$ cat config.mk
export PLATFORM = sky130hd
export DESIGN_NAME = cir_mul
export DESIGN_NICKNAME = d
export VERILOG_FILES = /design/src/rtl/cir_pkg.sv /design/src/rtl/cir_mul.sv
export SDC_FILE = /design/constraint.sdc
export NUM_CORES = 2
export LEC_CHECK = 0
export BUFFER_PORTS_ARGS = -buffer_cell sky130_fd_sc_hd__buf_2
export CAP_MARGIN = 15
export CORE_ASPECT_RATIO = 0.75
export CORE_MARGIN = 2
export CORE_UTILIZATION = 32
export DETAILED_ROUTE_END_ITERATION = 10
export PLACE_DENSITY = 0.54
export SLEW_MARGIN = 20
export SYNTH_ARGS = -nofsm -noshare
export SYNTH_HDL_FRONTEND = slang
export SYNTH_SLANG_ARGS = --single-unit
$ cat constraint.sdc
create_clock -name clk_i -period 19.25 [get_ports clk_i]
set_input_delay 2.8875 -clock clk_i [delete_from_list [all_inputs] [get_ports clk_i]]
set_output_delay 2.8875 -clock clk_i [all_outputs]
set_load 0.02 [all_outputs]
$ cat src/rtl/cir_pkg.sv
// Shared types, codes and saturation helpers for the contact impulse resolver.
`default_nettype none
package cir_pkg;

  localparam int BODY_COUNT_DEF = 256;
  localparam logic [16:0] THR_RESET = 17'd328;
  localparam logic signed [32:0] Q_ONE = 33'sd65536;
  localparam logic signed [31:0] S32_MAX = 32'sh7fffffff;
  localparam logic signed [31:0] S32_MIN = 32'sh80000000;

  typedef enum logic [1:0] {
    CMD_WR_VEL  = 2'd0,
    CMD_WR_PROP = 2'd1,
    CMD_CONTACT = 2'd2,
    CMD_READ    = 2'd3
  } cmd_e;

  typedef enum logic [1:0] {
    OC_READ = 2'd0,
    OC_SEP  = 2'd1,
    OC_REFL = 2'd2,
    OC_FRIC = 2'd3
  } oc_e;

  typedef enum logic [4:0] {
    ST_IDLE, ST_RDB, ST_LATB, ST_G, ST_DN, ST_DNG, ST_JM, ST_JDIV, ST_DJ,
    ST_PUSHA, ST_PUSHB, ST_TAN, ST_SQ, ST_SQRT, ST_TDIV, ST_DOT, ST_JTDIV,
    ST_LIM, ST_FR1, ST_FR2, ST_WBA, ST_WBB, ST_OUTA, ST_OUTB
  } state_e;

  typedef struct packed {
    logic signed [31:0] z;
    logic signed [31:0] y;
    logic signed [31:0] x;
  } vel_t;

  typedef struct packed {
    logic        movable;
    logic [17:0] df;
    logic [17:0] sf;
    logic [16:0] rest;
    logic [30:0] mass;
  } prop_t;

  typedef struct packed {
    logic               start;
    logic               sqrt;
    logic signed [31:0] num;
    logic [31:0]        den;
    logic [63:0]        rad;
  } itu_req_t;

  typedef struct packed {
    logic               done;
    logic signed [31:0] res;
  } itu_rsp_t;

  function automatic logic signed [34:0] sx35(input logic signed [31:0] x);
    return {{3{x[31]}}, x};
  endfunction

  function automatic logic signed [32:0] sx33(input logic signed [31:0] x);
    return {x[31], x};
  endfunction

  function automatic logic signed [31:0] sat32(input logic signed [34:0] x);
    if (x[34:31] == 4'b0000 || x[34:31] == 4'b1111) begin
      return x[31:0];
    end else if (x[34]) begin
      return S32_MIN;
    end
    return S32_MAX;
  endfunction

endpackage
`default_nettype wire

$ cat src/rtl/cir_mul.sv
// Shared registered multiplier with Q16.16 floor and saturation.
`default_nettype none
module cir_mul
  import cir_pkg::*;
(
  input  wire logic               clk_i,
  input  wire logic signed [32:0] a_i,
  input  wire logic signed [32:0] b_i,
  output logic signed [31:0]      q_o,
  output logic [63:0]             raw_o
);

  logic signed [65:0] prod_q;
  logic signed [49:0] shr;

  always_ff @(posedge clk_i) begin
    prod_q <= a_i * b_i;
  end

  assign shr = prod_q[65:16];
  assign raw_o = prod_q[63:0];

  always_comb begin
    if ((&shr[49:31]) || !(|shr[49:31])) begin
      q_o = shr[31:0];
    end else if (shr[49]) begin
      q_o = S32_MIN;
    end else begin
      q_o = S32_MAX;
    end
  end

endmodule
`default_nettype wire

# == Word-level counts from Yosys, hierarchy flattened ==
# Index checks and enable logic that the tools add are counted.
# word_totals
reg_bits,66
latch_bits,0
ram_bits,0
romBits,0
inputBits,67
out_inout_bits,96
elab_cells,8
mem_count,0
# classes
addsub,0
n_mul,1
n_div,0
magnitude_cmp,0
eq_ne,0
shift,0
n_mux,2
bitwise,0
n_reduce_logical,4
# ops
cell,count
multiplier 33 x 33 -> 66 bit,1
two-way mux 32 bit,2
AND reduction 19 bit,1
OR reduction 19 bit,1
zero test 1 bit,1
logical OR 1 bit,1

# == Depth between registers and ports, before layout ==
# depth
depth_word,4
mapped_depth,32
depth_no_buf,30

# == Least setup slack after synthesis ==
# Ideal clock, no wire load.
# synth_timing
path_kind,input to register
startpoint,in a_i[32]
endpoint,reg prod_q[64]
setup_ps,72
arrival_ps,10224
t_required_ps,19178
slack_ps,8954
stages,25
path_buffers,1
path_cell_list,clkbuf_1 > nand2_1 > inv_1 > fa_1 > fa_1 > fa_1 > fa_1 > fa_1 > fa_1 > fa_1 > inv_1 > fa_1 > inv_1 > ha_1 > or3_1 > o31ai_1 > a21oi_1 > inv_1 > a31oi_2 > nor4_2 > o21a_1 > o211ai_1 > a31o_1 > a21oi_2 > xnor2_1
# synth_between
elab_chain_len,1
# synth_lines
item,line_no,text
"start, declared",cir_mul.sv:7,"input wire logic signed [32:0] a_i,"
multiplier 33 x 33 -> 66 bit,cir_mul.sv:17,prod_q <= a_i * b_i;
"end signal, assigned",cir_mul.sv:17,
"end, declared",cir_mul.sv:13,logic signed [65:0] prod_q;
# Every way passes these cells.

# == Final worst setup path ==
# layout_timing
startpoint,in b_i[3]
endpoint,reg prod_q[64]
# layout_between
elab_chain_len,1
# layout_lines
item,line_no,text
"start, declared",cir_mul.sv:8,"input wire logic signed [32:0] b_i,"
multiplier 33 x 33 -> 66 bit,cir_mul.sv:17,
# Every way passes these cells.

==> results.cfg <==
[run_status]
outcome = finished clean

[timing]
min_period_over_period_pct = 59.4
relSlewSlack_pct = 37.3
max_freq_mhz = 87.5
tightest_slew_ns = 0.940
slew_violations = 0
hold_viol = 0
rsz0062_at_grt = false
fin_tns_setup_ns = 0
setup_slack_ns = 7.82
setup-violations-final = 0
period_minus_slack_ns = 11.43

[synthesis]
synth_top_family_by_area = adder cells
synthTopCellsByCount = 1145 x fa_1, 1130 x inv_1, 561 x and2_1
yosysWarnings = 0
synth_area_leaders = fa_1 56%, inv_1 10%, and2_1 8.6%, ha_1 6.6%, nand2_1 5.0%
synth-async-reset-ratio_pct = 0
ys_ff_latch = 66
syn_nets = 5787
synth-compound-area-share_pct = 3.64
ys_seq_area_share_pct = 3.23
netlist_area_mm2 = 0.0408
synth_top_area_share_pct = 56.1
synth_ff_type = dfxtp_1
synth_edf_count = 0
synth-simple-area-share_pct = 15.3
synth_fa_ha_area_share_pct = 62.8
syn_avg_cell_area_um2 = 9.37
synth.most_common_cell = fa_1
netlist_instances = 4358
yosys.area.top_type = fa_1
synthMuxAreaShare_pct = 0
ys_types = 62
synth-xor-area-share_pct = 1.54

[floorplan]
num_rows = 113
core-area_mm2 = 0.127
chipHeight_um = 313
die_area_mm2 = 0.131
io_pins = 163
start_util_pct = 32.2
die_x_um = 417

[worst_setup_path]
arrival_ns = 11.78
cp-start-kind = input port
critPathMaxFanout = 33
worstSetupEndpointType = register
path_class = input port to register
critPathRequiredTime_ns = 19.60

[min_path]
min-delay-start = b_i[0]
min_path_cells = 2
holdCritPathClass = input port to register
hold_end = prod_q[0]

[global_routing]
grt_overflow = 0
globalRouteTotalUtil_pct = 19.1
grt_max_degree = 34
grt_first_pass_wirelength_um = 188000
antenna_found_initial = 11
grt_pass1_vias = 30309

[job]
drv_cap = 0

[clock_network]
cts_tree = yes
post_cts_buffers = 0
cts_buffer_depth = 2
cts_sinks = 66
path_clk_slew_ns = 0.08
cts-root-buf = clkbuf_16
cts_buffers = 9
cts-resized-gates = 0
hold_buffers = 0
htree_levels = 3

[finish]
drive_gt1_share_pct = 5.35
nNetsFinal = 5707
reg_top3 = prod_q: 66 flops
utilization_pct = 33.9
largest_register = prod_q
largest_reg_flops = 66
area_delta_synth_final_pct = 5.22

[drt]
ant_nets = 0
drtIter0Drc = 1658
post_drt_via_cell_ratio = 4.62
first_pass_iters = 5
avgRoutedWirePerCell_um = 20.0
wirelength_um = 119000
drc_errors = 0
vias = 27500

[place]
hpwlAfterDp_um = 97200
finalWeightedCongestion = 0.864
place_ws_ns = 7.27
io_buffers = 162
## kinds of logic (layout without fill, tap and decap cells)
| kind of cell | count (synthesis) | in the layout |
|---|---|---|
| other cells | 0 | 6 |
| flops | 66 | 66 |
| simple gates | 1236 | 1236 |
| xor+xnor | 72 | 72 |
| fa+ha+maj | 1362 | 1362 |
| compound gates | 212 | 212 |
| buf+inv | 1410 | 1333 |
## final cells by class
type                       count  area [um^2]
fill                       13143        83700
timing repair buffer         189         1010
clock buffer                  11          253
sequential                    66         1320
tap                         1667         2090
inverter                    1130         4240
multi-input combinational   2882        34000
antenna                        6         15.0
clock inverter                 3         40.0
## per-stage QoR
step                instances  area, um^2  hold WS, ns
finish                   5954       43000         3.06
global route             5948       43000         3.08
CTS                      5948       43000         3.09
detailed placement       5934       42700         3.31
global placement         5934       42700         3.31
floorplan                4358       40800         3.01
## worst max path at each step
stage | startpoint | endpoint | slack, ns | cells after the start
floorplan | a_i[32] | prod_q[64] | 8.95 | 25
global placement | b_i[10] | prod_q[65] | 7.37 | 27
detailed placement | b_i[0] | prod_q[65] | 7.27 | 26
CTS | b_i[0] | prod_q[65] | 7.71 | 26
global route | b_i[3] | prod_q[64] | 7.24 | 26
finish | b_i[3] | prod_q[64] | 7.82 | 26
## routing by layer
metal / routed length, um / track usage (%)
met5: 14 / 0
met4: 1130 / 2.46
met3: 9490 / 4.46
met2: 49500 / 27.8
met1: 59000 / 29.3
## placed cells by master (no fill, tap or decap), types with 7 or more instances in the layout
cell       count
a21o_1        69
a21oi_1       58
and2_1       561
and3_1         9
buf_2        162
buf_4         27
clkbuf_16      9
dfxtp_1       66
fa_1        1145
ha_1         217
inv_1       1129
nand2_1      544
nand2b_1      14
nand4_1       17
nor2_1        54
nor2b_1        7
o21a_1         7
o21ai_0       23
xnor2_1       49
xor2_1        23
## critical path, stage by stage
cell      delay, ns
buf_2          0.56
nand2_1        0.19
inv_1          0.17
fa_1           0.45
fa_1           0.50
fa_1           0.95
inv_1          0.29
fa_1           0.56
inv_1          0.06
fa_1           0.48
fa_1           0.50
fa_1           0.50
inv_1          0.06
fa_1           0.55
inv_1          0.06
ha_1           0.33
a21o_1         0.20
or3_1          0.33
o31ai_1        0.41
a31oi_2        0.41
nor4_2         0.37
o21a_1         0.25
o211ai_1       0.14
a31o_1         0.24
a21oi_2        0.14
xnor2_1        0.13
Power is not shown: default switching activity piles up to over one toggle a cycle in this logic, so the estimate is an artifact.
