## src/rtl/cir_pkg.sv

```systemverilog
// Shared types, codes and saturation helpers for the contact impulse resolver.
`default_nettype none
package cir_pkg;

  localparam int BODY_COUNT_DEF = 256;
  localparam logic [16:0] THR_RESET = 17'd328;
  localparam logic signed [32:0] Q_ONE = 33'sd65536;
  localparam logic signed [31:0] S32_MAX = 32'sh7fffffff;
  localparam logic signed [31:0] S32_MIN = 32'sh80000000;

  typedef enum logic [1:0] {
    CMD_WR_VEL  = 2'd0,
    CMD_WR_PROP = 2'd1,
    CMD_CONTACT = 2'd2,
    CMD_READ    = 2'd3
  } cmd_e;

  typedef enum logic [1:0] {
    OC_READ = 2'd0,
    OC_SEP  = 2'd1,
    OC_REFL = 2'd2,
    OC_FRIC = 2'd3
  } oc_e;

  typedef enum logic [4:0] {
    ST_IDLE, ST_RDB, ST_LATB, ST_G, ST_DN, ST_DNG, ST_JM, ST_JDIV, ST_DJ,
    ST_PUSHA, ST_PUSHB, ST_TAN, ST_SQ, ST_SQRT, ST_TDIV, ST_DOT, ST_JTDIV,
    ST_LIM, ST_FR1, ST_FR2, ST_WBA, ST_WBB, ST_OUTA, ST_OUTB
  } state_e;

  typedef struct packed {
    logic signed [31:0] z;
    logic signed [31:0] y;
    logic signed [31:0] x;
  } vel_t;

  typedef struct packed {
    logic        movable;
    logic [17:0] df;
    logic [17:0] sf;
    logic [16:0] rest;
    logic [30:0] mass;
  } prop_t;

  typedef struct packed {
    logic               start;
    logic               sqrt;
    logic signed [31:0] num;
    logic [31:0]        den;
    logic [63:0]        rad;
  } itu_req_t;

  typedef struct packed {
    logic               done;
    logic signed [31:0] res;
  } itu_rsp_t;

  function automatic logic signed [34:0] sx35(input logic signed [31:0] x);
    return {{3{x[31]}}, x};
  endfunction

  function automatic logic signed [32:0] sx33(input logic signed [31:0] x);
    return {x[31], x};
  endfunction

  function automatic logic signed [31:0] sat32(input logic signed [34:0] x);
    if (x[34:31] == 4'b0000 || x[34:31] == 4'b1111) begin
      return x[31:0];
    end else if (x[34]) begin
      return S32_MIN;
    end
    return S32_MAX;
  endfunction

endpackage
`default_nettype wire

```

## src/rtl/cir_itu.sv

```systemverilog
// Iterative unit: restoring Q16.16 divide (48 steps) or integer square root (32 steps).
`default_nettype none
module cir_itu
  import cir_pkg::*;
(
  input  wire logic     clk_i,
  input  wire logic     rst_ni,
  input  wire itu_req_t req_i,
  output itu_rsp_t      rsp_o
);

  logic               busy_q, done_q, sqrt_q, neg_q, zero_q;
  logic [5:0]         cnt_q;
  logic [34:0]        rem_q;
  logic [63:0]        sh_q;
  logic [31:0]        root_q, den_q, mag;
  logic signed [31:0] res_q, fin;
  logic [32:0]        r2d;
  logic               ged;
  logic [34:0]        r2s, trial;
  logic               ges;
  logic [47:0]        q48;

  assign mag = req_i.num[31] ? (~req_i.num + 32'd1) : req_i.num;
  assign r2d = {rem_q[31:0], sh_q[63]};
  assign ged = r2d >= {1'b0, den_q};
  assign r2s = {rem_q[32:0], sh_q[63:62]};
  assign trial = {1'b0, root_q, 2'b01};
  assign ges = r2s >= trial;
  assign q48 = sh_q[47:0];

  always_comb begin
    if (sqrt_q) begin
      fin = root_q[31] ? S32_MAX : root_q;
    end else if (zero_q) begin
      fin = '0;
    end else if (neg_q) begin
      fin = (q48 > 48'h0000_8000_0000) ? S32_MIN : (~q48[31:0] + 32'd1);
    end else begin
      fin = (q48 > 48'h0000_7fff_ffff) ? S32_MAX : q48[31:0];
    end
  end

  always_ff @(posedge clk_i or negedge rst_ni) begin
    if (!rst_ni) begin
      busy_q <= 1'b0;
      done_q <= 1'b0;
      cnt_q  <= '0;
    end else begin
      done_q <= 1'b0;
      if (req_i.start && !busy_q) begin
        busy_q <= 1'b1;
        cnt_q  <= req_i.sqrt ? 6'd32 : 6'd48;
      end else if (busy_q) begin
        if (cnt_q == 6'd0) begin
          busy_q <= 1'b0;
          done_q <= 1'b1;
        end else begin
          cnt_q <= cnt_q - 6'd1;
        end
      end
    end
  end

  always_ff @(posedge clk_i) begin
    if (req_i.start && !busy_q) begin
      sqrt_q <= req_i.sqrt;
      neg_q  <= req_i.num[31];
      zero_q <= req_i.den == 32'd0;
      den_q  <= req_i.den;
      rem_q  <= '0;
      root_q <= '0;
      sh_q   <= req_i.sqrt ? req_i.rad : {mag, 32'd0};
    end else if (busy_q) begin
      if (cnt_q == 6'd0) begin
        res_q <= fin;
      end else if (sqrt_q) begin
        rem_q  <= ges ? (r2s - trial) : r2s;
        root_q <= {root_q[30:0], ges};
        sh_q   <= {sh_q[61:0], 2'b00};
      end else begin
        rem_q <= {2'b00, (ged ? (r2d - {1'b0, den_q}) : r2d)};
        sh_q  <= {sh_q[62:0], ged};
      end
    end
  end

  assign rsp_o.done = done_q;
  assign rsp_o.res  = res_q;

endmodule
`default_nettype wire

```

## config.mk

```make
export PLATFORM = sky130hd
export DESIGN_NAME = cir_itu
export DESIGN_NICKNAME = d
export VERILOG_FILES = /design/src/rtl/cir_pkg.sv /design/src/rtl/cir_itu.sv
export SDC_FILE = /design/constraint.sdc
export NUM_CORES = 1
export LEC_CHECK = 0
export BUFFER_PORTS_ARGS = -buffer_cell sky130_fd_sc_hd__buf_2
export CAP_MARGIN = 25
export CELL_PAD_IN_SITES_DETAIL_PLACEMENT = 0
export CELL_PAD_IN_SITES_GLOBAL_PLACEMENT = 1
export CORE_ASPECT_RATIO = 1.25
export CORE_MARGIN = 2
export CORE_UTILIZATION = 40
export CTS_BUF_LIST = sky130_fd_sc_hd__clkbuf_8
export DETAILED_ROUTE_END_ITERATION = 16
export GPL_TIMING_DRIVEN = 1
export PLACE_DENSITY_LB_ADDON = 0.08
export SLEW_MARGIN = 20
export SYNTH_ARGS = -nofsm -noshare
export SYNTH_HDL_FRONTEND = slang
export SYNTH_SLANG_ARGS = --single-unit
```

## constraint.sdc

```tcl
create_clock -name clk_i -period 6 [get_ports clk_i]
set_input_delay 0.6 -clock clk_i [delete_from_list [all_inputs] [get_ports clk_i]]
set_output_delay 0.6 -clock clk_i [all_outputs]
set_load 0.01 [all_outputs]
```

After elaboration in Yosys (flattened, before gate mapping)
Index checks and enable logic that the tools add are counted.
- input bits: 132
- flip-flop bits (word level): 204
- output and inout bits: 33
- word-level logic and storage cells: 59
- bitwise operators: 4
- equality and inequality tests: 1
- mux-type cells: 25
- $lt $le $gt $ge: 4
- reduce and logical (&&, ||, !) cells: 9
- add/subtract/negate cells: 5
- operators with widths (kind ; count):
    2-to-1 mux 64 bit ; 5
    2-to-1 mux 32 bit ; 6
    2-to-1 mux 33 bit ; 3
    adder 32 x 1 -> 32 bit (second input constant) ; 2
    NOT 32 bit ; 2
    > comparator 48 x 31 -> 1 bit (second input constant) ; 1
    > comparator 48 x 32 -> 1 bit (second input constant) ; 1
    greater-or-equal comparator 35 x 34 -> 1 bit ; 1
    greater-or-equal comparator 33 x 32 -> 1 bit ; 1
    subtractor 33 x 32 -> 33 bit ; 1
    subtractor 33 bit ; 1
    logical NOT 32 bit ; 1
    2-to-1 mux 31 bit ; 1
    2-to-1 mux 6 bit ; 3
    logical NOT 6 bit ; 1
    2-to-1 mux 1 bit ; 6
    AND reduction 3 bit ; 2
    subtractor 6 x 1 -> 6 bit (second input constant) ; 1
    2-to-1 mux 5 bit ; 1
    AND reduction 2 bit ; 2
    inequality test 2 bit (second input constant) ; 1
    NOT 1 bit ; 2
    nonzero test 2 bit ; 1
    logical AND 1 bit ; 1
    logical NOT 1 bit ; 1

Longest topological paths before layout
- depth after elaboration: 6
- depth in mapped cells: 14
- mapped depth without buffers: 12

Least setup slack after synthesis
No wires, ideal clock.
- kind: register to register
- start point: register cnt_q[0]
- end point: register rem_q[24]
- arrival time: 3.206 ns
- required time: 5.880 ns
- stages on the path, launching flop included: 11
- setup slack: 2.674 ns
- period minus slack after synthesis: 3.326 ns
- library setup time: 0.120 ns
- path through: dfrtp_1 > inv_1 > ha_1 > nand3b_1 > and2_1 > clkbuf_1 > nor2_1 > clkbuf_1 > inv_1 > o21ai_0 > a211o_1
- longest elaborated chain between the ends: 3
- RTL lines (element ; RTL line ; RTL):
    start: declaration ; cir_itu.sv:13 ; logic [5:0] cnt_q;
    start signal: assignment ; cir_itu.sv:53 ; cnt_q <= req_i.sqrt ? 6'd32 : 6'd48;
    start signal: assignment ; cir_itu.sv:59 ; cnt_q <= cnt_q - 6'd1;
    logical NOT 6 bit ; cir_itu.sv:75 ; if (cnt_q == 6'd0) begin
    NOT 1 bit (no line) ; - ;
    AND reduction 2 bit (no line) ; - ;
    end signal: assignment ; cir_itu.sv:78 ; rem_q <= ges ? (r2s - trial) : r2s;
    end signal: assignment ; cir_itu.sv:82 ; rem_q <= {2'b00, (ged ? (r2d - {1'b0, den_q}) : r2d)};
    end: declaration ; cir_itu.sv:14 ; logic [34:0] rem_q;
Every way passes these cells.
A chain may end at the register's enable or synchronous reset.

Final worst setup path
- start point: register root_q[19]
- end point: register rem_q[12]
- longest elaborated chain between the ends: 3
- RTL lines (element ; RTL line ; RTL):
    start: declaration ; cir_itu.sv:16 ; logic [31:0] root_q, den_q, mag;
    start signal: assignment ; cir_itu.sv:79 ; root_q <= {root_q[30:0], ges};
    greater-or-equal comparator 35 x 34 -> 1 bit ; cir_itu.sv:29 ; assign ges = r2s >= trial;
    2-to-1 mux 33 bit ; cir_itu.sv:78 ;
    2-to-1 mux 33 bit ; cir_itu.sv:77 ; end else if (sqrt_q) begin
Every way passes these cells.

==> run metrics <==
DIE HEIGHT=220 µm; top-area cell type share of the netlist area=26.4%; layout cells sized above 1=13.9%; antenna violations before repair=4; Root Buffer Master=clkbuf_8; simple-gate share of the synthesized area=around 17%; FP Rows=79; Hold WS=0.220 ns; Slowest-stage cell, CP=a21oi_4; Mapped Avg Cell Area=8.47 µm²; status=finished, final reports clean; Hold Fails Final Rpt=0; initial DRC count=842; gpl congestion=0.862; Reg clk slew, reported paths=~0.070 ns; largest family of logic cells by synthesized area=compound AO/OA/AOI/OAI gates; final setup fails=0; Core ar.=37,000 µm²; final core occ=a little under half; clock buffer depth=3; Critical Path Source Type=flip-flop; initial core utilization=between 40% and 50%; CP max FO=26; largest net degree at the start of global routing=107; post-CTS setup buffers=0; fmax=242 MHz; post-route cell area=16,700 µm²; Cell variety after synth=79; Max Transition Viols Final=0; register area share after synthesis=36.5%; Syn Nets=1,962; warnings from Yosys=0; port bufs=approximately 160; post-synth top area cell=edfxtp_1; mux share of post-synthesis cell area=6.07%; Die Area=38,800 µm²; placed cells=about 2,300; Sw Pwr=4.74 mW; CTS tree=built; EDFF count, synth=about 130; #FFs+latches synth=between 200 and 250; DRC viols=0; Seq pwr share=28.2%; P&R area growth vs syn=12.3%; CP dominant cell by count=nor2_1; vias in the first global route=13,500; Final ANT Viol Nets=0; Largest stage delay, worst path=0.69 ns; switching share of power=a little under half; Top FF cell, synth=edfxtp_1; Total Routing Usage GR=between 20% and 30%; CP cell instances=inv_1, ha_1, nand4_1, or4_1, nand4bb_1, o41ai_2, nor2_1, a21oi_4, buf_4, mux2i_1, nor2_1, a221o_1; Int Power=between 5 and 6 mW; CTS HTree Levels=2; crit share post-route=68.8%; Nets=2,070; # fillers=between 3,000 and 4,000; Synth area leaders=edfxtp_1, dfxtp_1, mux2i_1, ha_1, a21oi_1; Finished Layout Cells=2,382; worst-skew pair later-pin latency=0.57 ns; I/O Pins=165; clock power share=13.6%; Post-Synth Adder-Cell Area=around 6%; skew final=0.0344 ns; synthesized area=14,900 µm²; routed vias/inst=approximately 5.7; Critical Path End Type=flip-flop; Die Wd=177 µm; gr ovfl total=0; first-pass GRT wire length=74,700 µm; CP Data Required Time=6.45 ns; power share of the combinational group=58.2%; Post-DP Area=16,000 µm²; DPL Wire Length=35,600 µm; arrival time worst endpoint=4.58 ns; Pwr Density=between 500 and 600 nW/µm²; Static Leak=6.63 nW; async set-reset flop share out of synthesis=3.92%; Compound-Gate Fraction of Synth Area=23.5%; CTS Buf Count=38; VDD IR max=0.203 mV; RSZ-0062 raised after global routing=no; Post-Syn Instances=1,759; vias post-DR=13,700; CTS Sinks=204; drt wl/cell=20.2 µm; XOR/XNOR Fraction of Synth Area=5.12%; Max-Cap Viols=0; Worst slew margin=31.0%; worst hold path type=primary input to flip-flop; First-pass DRT Iterations=5; fin crit period=~4.1 ns; Worst Tran Pin Value=between 1 and 1.5 ns; critical path class=flip-flop to flip-flop; TNS Setup=0 ns; Routed WL=around 48,000 µm
-- metrics by stage --
step	total power, mW	setup slack [ns]
2_1_floorplan	6.92	2.67
3_3_place_gp	8.54	1.98
3_5_place_dp	8.53	1.88
4_1_cts	9.93	1.86
5_1_grt	10.7	1.50
6_report	9.90	1.87
-- routing by layer --
layer / up-vias / GRT usage [%] / routed length, µm
met2: 374 / 43.7 / 24000
met5: - / 0 / 27
li1: 6702 / - / -
met4: 4 / 10.5 / 1990
met1: 6469 / 29.3 / 19700
met3: 103 / 3.57 / 2300
-- cell usage after synthesis, drive strengths merged (20+ instances only) --
master  instances
a211oi         41
a21o           29
a21oi         163
buf            24
clkbuf         91
dfxtp          65
edfxtp        131
ha             70
inv            94
mux2i          88
nand2         198
nand3          62
nand4          28
nor2          119
nor3           30
nor4           25
o21ai         168
o22ai          20
xnor2          40
xor2           47
-- cell families after synthesis --
family	count (synthesis)
compound gates	563
simple gates	535
buf+inv	209
flops	204
mux	90
xor+xnor	87
fa+ha+maj	71
-- placed cells by master, fill, tap and decap left out, types with 8 or more instances in the layout --
master	count
a32o_1	12
edfxtp_1	131
nand2_1	195
or2_2	12
a211oi_1	41
xnor2_1	40
o21a_1	10
or3_1	13
o21bai_1	11
o31ai_1	18
dfxtp_1	65
a21o_1	29
nand3_1	62
ha_1	70
buf_2	164
o211ai_1	19
nor3_1	30
nand4_1	27
clkbuf_8	41
buf_4	17
mux2i_1	88
inv_1	106
a21oi_1	161
a31oi_1	17
o221ai_1	8
xor2_1	47
nor2_1	115
o21ai_1	33
dfrtp_1	8
nor4_1	23
o22ai_1	20
o21ai_0	135
-- worst max-delay path: cells and delay by family (launching register included) --
family                   cells  cell delay (ns)
adder cells (fa/ha/maj)      1             0.42
buffers and inverters        2             0.47
AO/OA/AOI/OAI                3             1.38
flip-flops                   1             0.40
multiplexers                 1             0.22
AND/OR/NAND/NOR              5             1.11
-- layout make-up --
class	instances	area [µm²]	area share, %
multi-input cells	1346	8630	51.6
clock inverters	27	161	0.965
repair buffers	183	970	5.80
clock buffers	41	564	3.37
inverters	94	355	2.12
diodes	1	2.50	0.0150
well taps	486	608	3.64
flip-flops and latches	204	5440	32.5
-- repair_timing --
| action | 4_1_cts | 5_1_grt |
|---|---|---|
| endpoints found under the setup margin | 0 | 0 |
| resized for setup | 0 | 0 |
| endpoints found under the hold margin | 8 | 0 |
| hold buffers | 1 | 0 |
-- power groups by stage --
stage | Sequential [mW] | Clock, mW | Combinational (mW)
after floorplan | 2.52 | 0 | 4.40
after global placement | 2.80 | 0 | 5.74
after detailed placement | 2.81 | 0 | 5.72
after CTS | 2.79 | 1.38 | 5.76
after global routing | 2.86 | 1.44 | 6.37
final | 2.79 | 1.35 | 5.77
-- worst paths after layout --
kind | slack, ns | end | startpoint | depth (start not counted)
worst min-delay path | 0.22 | den_q[20]$_DFFE_PP_ | req_i[84] | 1
worst min register to register | 0.48 | root_q[28]$_SDFFE_PP0P_ | root_q[27]$_SDFFE_PP0P_ | 2
worst max register to register | 1.87 | rem_q[12]$_SDFFE_PP0P_ | root_q[19]$_SDFFE_PP0P_ | 12
worst max-delay path | 1.87 | rem_q[12]$_SDFFE_PP0P_ | root_q[19]$_SDFFE_PP0P_ | 12
min in group asynchronous | 0.43 | cnt_q[2]$_DFFE_PN0P_ | rst_ni | 2
max in group asynchronous | 5.40 | done_q$_DFF_PN0_ | rst_ni | 2
-- registers in the layout, indices dropped and copies added (netlist names) --
register  count
busy_q        1
cnt_q         6
den_q        32
done_q        1
neg_q         1
rem_q        33
res_q        32
root_q       32
sh_q         64
sqrt_q        1
zero_q        1
Power figures use the tool's default switching activity.
